--- src/hw/rtl/pvkc_pkg.sv ---
`timescale 1ns / 1ps

package pvkc_pkg;

    localparam logic [1:0] KIND_KEY   = 2'd0;
    localparam logic [1:0] KIND_TOUCH = 2'd1;
    localparam logic [1:0] KIND_TICK  = 2'd2;

    localparam logic [9:0] CODE_VOLDOWN = 10'd114;
    localparam logic [9:0] CODE_VOLUP   = 10'd115;
    localparam logic [9:0] CODE_POWER   = 10'd116;
    localparam logic [9:0] CODE_BACK    = 10'd158;

    localparam logic [31:0] KEY_RELEASE = 32'd0;
    localparam logic [31:0] KEY_PRESS   = 32'd1;

    localparam logic [2:0] ACT_NONE       = 3'd0;
    localparam logic [2:0] ACT_SUSPEND    = 3'd1;
    localparam logic [2:0] ACT_WAKE       = 3'd2;
    localparam logic [2:0] ACT_VOLUME     = 3'd3;
    localparam logic [2:0] ACT_SCREENSHOT = 3'd4;
    localparam logic [2:0] ACT_POWER_MENU = 3'd5;
    localparam logic [2:0] ACT_BACK       = 3'd6;
    localparam logic [2:0] ACT_POINTER    = 3'd7;

    localparam logic [1:0] REG_LONG_PRESS  = 2'd0;
    localparam logic [1:0] REG_VOLUME_STEP = 2'd1;

    localparam logic [15:0] LONG_PRESS_RESET  = 16'd2000;
    localparam logic [6:0]  VOLUME_STEP_RESET = 7'd5;
    localparam logic [6:0]  VOLUME_RESET      = 7'd30;
    localparam logic [7:0]  VOLUME_MAX        = 8'd100;

    typedef struct packed {
        logic        display_off;
        logic        power_held;
        logic        voldown_held;
        logic        woke_by_power;
        logic        long_press_seen;
        logic        chord_active;
        logic        voldown_suppressed;
        logic [15:0] held_ms;
        logic [6:0]  volume;
    } ctrl_state_t;

    typedef struct packed {
        logic [2:0]         action;
        logic [6:0]         volume_level;
        logic signed [15:0] pointer_x;
        logic [15:0]        pointer_y;
        logic               pointer_slot;
        logic               pointer_pressed;
        logic               boost_request;
    } result_t;

endpackage

--- src/hw/rtl/power_volume_key_chord_controller.sv ---
`timescale 1ns / 1ps
// An accepted item enters the input register; the update logic then moves it into the result register.
// Throughput: 1 item per cycle while m_ready is high; one pass of update logic between the two.
// A held result stalls only when both the input and result registers are full.
// Reset (aresetn low, synchronous): state cleared, volume 30, long press 2000,
// volume step 5, both pipeline registers empty.

module power_volume_key_chord_controller (
    input  logic               aclk,
    input  logic               aresetn,
    input  logic               s_valid,
    output logic               s_ready,
    input  logic [1:0]         s_kind,
    input  logic [9:0]         s_event_code,
    input  logic signed [31:0] s_event_value,
    output logic               m_valid,
    input  logic               m_ready,
    output logic [2:0]         m_action,
    output logic [6:0]         m_volume_level,
    output logic signed [15:0] m_pointer_x,
    output logic [15:0]        m_pointer_y,
    output logic               m_pointer_slot,
    output logic               m_pointer_pressed,
    output logic               m_boost_request,
    input  logic               cfg_we,
    input  logic [1:0]         cfg_index,
    input  logic [15:0]        cfg_data
);
    import pvkc_pkg::*;

    logic               in_valid_reg;
    logic [1:0]         in_kind_reg;
    logic [9:0]         in_code_reg;
    logic signed [31:0] in_value_reg;
    logic               out_valid_reg;
    result_t            out_reg;
    ctrl_state_t        st_reg;
    ctrl_state_t        st_next;
    result_t            res_next;
    logic [15:0]        long_press_reg;
    logic [6:0]         volume_step_reg;
    logic               advance;

    assign advance = in_valid_reg && (!out_valid_reg || m_ready);
    assign s_ready = !in_valid_reg || advance;

    pvkc_update u_update (
        .st            (st_reg),
        .kind          (in_kind_reg),
        .event_code    (in_code_reg),
        .event_value   (in_value_reg),
        .long_press_ms (long_press_reg),
        .volume_step   (volume_step_reg),
        .st_next       (st_next),
        .res           (res_next)
    );

    always_ff @(posedge aclk) begin
        if (!aresetn) begin
            long_press_reg  <= LONG_PRESS_RESET;
            volume_step_reg <= VOLUME_STEP_RESET;
        end else if (cfg_we) begin
            case (cfg_index)
                REG_LONG_PRESS:  long_press_reg  <= cfg_data;
                REG_VOLUME_STEP: volume_step_reg <= cfg_data[6:0];
                default: begin
                end
            endcase
        end
    end

    always_ff @(posedge aclk) begin
        if (!aresetn) begin
            in_valid_reg  <= 1'b0;
            out_valid_reg <= 1'b0;
            st_reg        <= '{default: '0, volume: VOLUME_RESET};
        end else begin
            if (s_ready) begin
                in_valid_reg <= s_valid;
            end
            if (advance) begin
                out_valid_reg <= 1'b1;
                st_reg        <= st_next;
            end else if (m_ready) begin
                out_valid_reg <= 1'b0;
            end
        end
    end

    always_ff @(posedge aclk) begin
        if (s_valid && s_ready) begin
            in_kind_reg  <= s_kind;
            in_code_reg  <= s_event_code;
            in_value_reg <= s_event_value;
        end
        if (advance) begin
            out_reg <= res_next;
        end
    end

    assign m_valid           = out_valid_reg;
    assign m_action          = out_reg.action;
    assign m_volume_level    = out_reg.volume_level;
    assign m_pointer_x       = out_reg.pointer_x;
    assign m_pointer_y       = out_reg.pointer_y;
    assign m_pointer_slot    = out_reg.pointer_slot;
    assign m_pointer_pressed = out_reg.pointer_pressed;
    assign m_boost_request   = out_reg.boost_request;

endmodule

--- src/hw/rtl/pvkc_update.sv ---
`timescale 1ns / 1ps

module pvkc_update (
    input  pvkc_pkg::ctrl_state_t st,
    input  logic [1:0]            kind,
    input  logic [9:0]            event_code,
    input  logic signed [31:0]    event_value,
    input  logic [15:0]           long_press_ms,
    input  logic [6:0]            volume_step,
    output pvkc_pkg::ctrl_state_t st_next,
    output pvkc_pkg::result_t     res
);
    import pvkc_pkg::*;

    logic        press;
    logic        release_ev;
    logic [7:0]  vol_up_sum;
    logic [6:0]  vol_up;
    logic [6:0]  vol_down;
    logic [15:0] held_inc;

    assign press      = (event_value == KEY_PRESS);
    assign release_ev = (event_value == KEY_RELEASE);
    assign vol_up_sum = {1'b0, st.volume} + {1'b0, volume_step};
    assign vol_up     = (vol_up_sum > VOLUME_MAX) ? VOLUME_MAX[6:0] : vol_up_sum[6:0];
    assign vol_down   = (volume_step >= st.volume) ? 7'd0 : (st.volume - volume_step);
    assign held_inc   = (st.held_ms >= long_press_ms) ? long_press_ms : (st.held_ms + 16'd1);

    always_comb begin
        st_next = st;
        res     = '0;
        case (kind)
            KIND_TOUCH: begin
                if (!st.display_off) begin
                    res.action          = ACT_POINTER;
                    res.boost_request   = 1'b1;
                    res.pointer_x       = event_value[31:16];
                    res.pointer_y       = event_value[15:0];
                    res.pointer_slot    = (event_code >= 10'd2);
                    res.pointer_pressed = (event_code == 10'd1) || (event_code == 10'd3);
                end
            end
            KIND_TICK: begin
                if (st.power_held) begin
                    st_next.held_ms = held_inc;
                    if (!st.long_press_seen && !st.chord_active
                        && held_inc >= long_press_ms) begin
                        st_next.long_press_seen = 1'b1;
                        res.action              = ACT_POWER_MENU;
                        res.boost_request       = 1'b1;
                    end
                end
            end
            KIND_KEY: begin
                case (event_code)
                    CODE_POWER: begin
                        if (press) begin
                            st_next.power_held      = 1'b1;
                            st_next.long_press_seen = 1'b0;
                            st_next.held_ms         = '0;
                            st_next.chord_active    = 1'b0;
                            if (st.display_off) begin
                                st_next.woke_by_power = 1'b1;
                                st_next.display_off   = 1'b0;
                                res.action            = ACT_WAKE;
                                res.boost_request     = 1'b1;
                            end else if (st.voldown_held) begin
                                st_next.chord_active       = 1'b1;
                                st_next.voldown_suppressed = 1'b1;
                                res.action                 = ACT_SCREENSHOT;
                            end
                        end else if (release_ev) begin
                            if (!st.display_off && !st.woke_by_power
                                && !st.long_press_seen && !st.chord_active) begin
                                st_next.display_off = 1'b1;
                                res.action          = ACT_SUSPEND;
                            end
                            st_next.power_held      = 1'b0;
                            st_next.long_press_seen = 1'b0;
                            st_next.held_ms         = '0;
                            st_next.woke_by_power   = 1'b0;
                            st_next.chord_active    = 1'b0;
                        end
                    end
                    CODE_VOLDOWN: begin
                        if (press) begin
                            st_next.voldown_held = 1'b1;
                            if (st.power_held && !st.display_off
                                && !st.woke_by_power && !st.chord_active) begin
                                st_next.chord_active       = 1'b1;
                                st_next.voldown_suppressed = 1'b1;
                                res.action                 = ACT_SCREENSHOT;
                            end
                        end else if (release_ev) begin
                            st_next.voldown_held = 1'b0;
                            if (st.voldown_suppressed) begin
                                st_next.voldown_suppressed = 1'b0;
                            end else if (!st.display_off) begin
                                st_next.volume    = vol_down;
                                res.action        = ACT_VOLUME;
                                res.boost_request = 1'b1;
                            end
                        end
                    end
                    CODE_VOLUP: begin
                        if (release_ev && !st.display_off) begin
                            st_next.volume    = vol_up;
                            res.action        = ACT_VOLUME;
                            res.boost_request = 1'b1;
                        end
                    end
                    CODE_BACK: begin
                        if (release_ev && !st.display_off) begin
                            res.action = ACT_BACK;
                        end
                    end
                    default: begin
                    end
                endcase
            end
            default: begin
            end
        endcase
        res.volume_level = st_next.volume;
    end

endmodule
--- config.mk ---
export PLATFORM = sky130hd
export DESIGN_NAME = power_volume_key_chord_controller
export DESIGN_NICKNAME = d
export VERILOG_FILES = /design/src/hw/rtl/pvkc_pkg.sv /design/src/hw/rtl/power_volume_key_chord_controller.sv /design/src/hw/rtl/pvkc_update.sv
export SDC_FILE = /design/constraint.sdc
export NUM_CORES = 1
export LEC_CHECK = 0
export ABC_CLOCK_PERIOD_IN_PS = 8200
export BUFFER_PORTS_ARGS = -buffer_cell sky130_fd_sc_hd__buf_2
export CAP_MARGIN = 0
export CELL_PAD_IN_SITES_DETAIL_PLACEMENT = 1
export CELL_PAD_IN_SITES_GLOBAL_PLACEMENT = 2
export CORE_ASPECT_RATIO = 0.9
export CORE_MARGIN = 4
export CORE_UTILIZATION = 41
export CTS_BUF_LIST = sky130_fd_sc_hd__clkbuf_8
export DETAILED_ROUTE_END_ITERATION = 7
export GPL_TIMING_DRIVEN = 1
export PLACE_DENSITY = 0.9
export REMOVE_ABC_BUFFERS = 1
export SYNTH_ARGS = -nofsm -noshare
export SYNTH_HDL_FRONTEND = slang
export SYNTH_SLANG_ARGS = --single-unit
--- constraint.sdc ---
create_clock -name aclk -period 8.2 [get_ports aclk]
set_clock_uncertainty 0.15 [all_clocks]
set_input_delay 1.64 -clock aclk [delete_from_list [all_inputs] [get_ports aclk]]
set_output_delay 1.64 -clock aclk [all_outputs]
set_load 0.005 [all_outputs]
==> results.ini <==
[run_status]
status = finished clean

[worst_setup_path]
rr_endpoint = m_action[0]$_DFFE_PP_
arrival_ns = 5.10
cp_max_fo = 37
cp-start-kind = flop
cp-end-kind = flop
cp.required_ns = 8.34
criticalPathCategory = reg2reg
r2r_cells = 18
r2r_start = st_reg[7]$_SDFFE_PN0P_
timing.reg2reg.setup_slack_ns = 3.24

[final_layout]
syn_to_final_growth_pct = 15.8
n_antenna_cell = 0
final_common_cell = buf_2
final_nets = 977
drive_above_1_share_pct = 20.4
layout_common_cells = buf_2, edfxtp_1, nand2_1
largest_register_ffs = 32

[synthesis]
synthMuxAreaShare_pct = 2.76
synth_fa_ha_area_share_pct = 8.10
synth-simple-area-share_pct = 18.7
synthArstFlopShare_pct = 0
synth.yosys.seq_area_share_pct = 48.7
ys_warn_count = 0
synth_xor_area_share_pct = 2.15
synth_area_sq_um = 7760
avgSynthCellArea_sq_um = 10.2
synth_compound_area_share_pct = 16.0
synth-main-ff-cell = edfxtp_1
synth_seq_cells = 144
synth_cell_types = 75
synth_edf_count = 89
syn_inst = 757
synth_top_family_by_area = simple AND/OR/NAND/NOR gates

[floorplan]
core-area_sq_um = 18500
floorplan.initialDensity_pct = 42.0
core.rowCount = 47
io_pins = 114
die_w_um = 153
die_area_sq_um = 21200
die_h_um = 138

[clock_network]
cts.sinks = 144
insertion_delay_ns = 0.46
htree_levels = 4
ctsHoldBuffers = 0
cts_resized = 0
cts_setup_buffers = 0
cts_tree = built
clkSlewWorstSetupHoldPaths_ns = 0.10
cts_root_buf = clkbuf_8
cts_buffers = 17
cts_buffer_depth = 2

[timing]
drv_slew = 0
fin_crit_ns = 4.96
tightest_slew_ns = 1.05
final.setup.tns_ns = 0
fmax_mhz = 202
fin_crit_sh_pct = 60.5
setup_viol = 0
relSlewSlack_pct = 30.3
rsz0062_at_grt = false
hold_violations = 0

[place]
io_buffers = 113
dpl.hpwl_mm = 16.1
place_congestion = 0.858

[power_and_ir_drop]
power_frac_clock_pct = 39.8
p_seq_share_pct = 52.1
p_sw_mw = 0.407
p_per_area_nw_per_um2 = 175
leakagePower_nw = 3.65
comb_power_share_pct = 8.1
vdd_drop_max_v = 0.000122
p_total_mw = 1.57
swShare_pct = 26.0
p_int_mw = 1.16

[worst_hold_path]
min_to = long_press_reg[15]$_SDFFE_PN0P_
hold_path_class = reg2reg
hp-start = long_press_reg[15]$_SDFFE_PN0P_
hold_depth = 2

[global_routing]
grt_pass1_vias = 6733
grt_pass1_wl_mm = 35.4
grt_max_degree = 52
grtUsageTotal_pct = 20.6
overflow = 0
antenna_found_initial = 0

[drt]
routed_wirelength_mm = 21.6
avgRoutedWirePerCell_um = 19.3
first_pass_iters = 5
first_iter_violations = 283
vias = 6240
vias_per_cell = 5.58
drc = 0
postRouteAntennaNets = 0

[job]
maxCapViolCount = 0

-- power groups by stage --
stage / Sequential, mW / Combinational [mW] / Clock [mW]
3_5_place_dp: 0.834 / 0.127 / 0
2_1_floorplan: 0.831 / 0.0659 / 0
4_1_cts: 0.818 / 0.128 / 0.638
6_report: 0.817 / 0.127 / 0.625
3_3_place_gp: 0.831 / 0.122 / 0
5_1_grt: 0.821 / 0.141 / 0.675
-- synthesized netlist by cell type, types with 13 or more instances --
cell type	number	area, sq um
nor2b_1	19	119
o31ai_1	15	113
a21oi_1	26	130
mux2i_1	18	180
nand3_1	13	65.1
clkbuf_1	26	97.6
nand2_1	87	327
nor2_1	33	124
a21boi_0	16	120
xnor2_1	17	149
nor3_1	17	85.1
ha_1	47	588
a21o_1	14	105
dfxtp_1	55	1100
inv_1	39	146
edfxtp_1	89	2670
o21ai_0	35	175
and3_1	41	257
-- through the flow --
step           hold WS (ns)  worst slack (ns)  instance area, sq um  std cells  utilization [%]
2_1_floorplan         0.293              3.46                  7620        723                -
3_3_place_gp          0.304              3.41                  8550       1087             46.3
3_5_place_dp          0.324              3.22                  8550       1087             46.3
4_1_cts               0.338              3.20                  8980       1119             48.6
5_1_grt               0.364              2.77                  8980       1119             48.6
6_report              0.329              3.24                  8980       1119             48.6
-- routing by layer --
metal	global-route usage [%]	up-vias	wire (um)
li1	-	3008	-
met1	25.4	3086	9330
met2	36.9	124	11200
met3	4.03	22	743
met4	5.39	0	361
met5	0	-	0
-- kinds of logic after synthesis --
group | after synthesis
xor+xnor | 19
buf+inv | 74
mux | 21
compound gates | 180
flops | 144
simple gates | 270
fa+ha+maj | 49
-- worst max path at each step --
stage / from / endpoint / slack [ns] / cells after the start
2_1_floorplan: st_reg[7]$_SDFFE_PN0P_ / m_boost_request$_DFFE_PP_ / 3.46 / 18
3_3_place_gp: st_reg[7]$_SDFFE_PN0P_ / m_boost_request$_DFFE_PP_ / 3.41 / 19
3_5_place_dp: st_reg[7]$_SDFFE_PN0P_ / m_boost_request$_DFFE_PP_ / 3.22 / 19
4_1_cts: st_reg[7]$_SDFFE_PN0P_ / m_boost_request$_DFFE_PP_ / 3.20 / 19
5_1_grt: st_reg[7]$_SDFFE_PN0P_ / m_boost_request$_DFFE_PP_ / 2.77 / 19
6_report: st_reg[7]$_SDFFE_PN0P_ / m_action[0]$_DFFE_PP_ / 3.24 / 18
-- critical path, cell delays in order, from the launching register on --
cell	delay, ns
dfxtp_1	0.39
inv_1	0.09
ha_1	0.28
nand2b_1	0.09
a21oi_1	0.06
o21ai_0	0.21
a21oi_1	0.10
o31a_1	0.31
o21ai_4	0.43
buf_4	0.49
mux2_2	0.41
ha_1	0.28
a21o_1	0.11
a21o_1	0.12
a211oi_1	0.07
o21ai_0	0.22
a31oi_1	0.16
o41ai_1	0.63
o21bai_1	0.22
-- area by class of cell --
cell class | count | area, sq um
repair buffers | 119 | 611
flip-flops and latches | 144 | 3770
fillers | 2155 | 9480
multi-input cells | 539 | 3710
clock inverters | 15 | 198
well taps | 245 | 307
clock buffers | 17 | 234
inverters | 40 | 150
(Power assumes the default switching activity.)
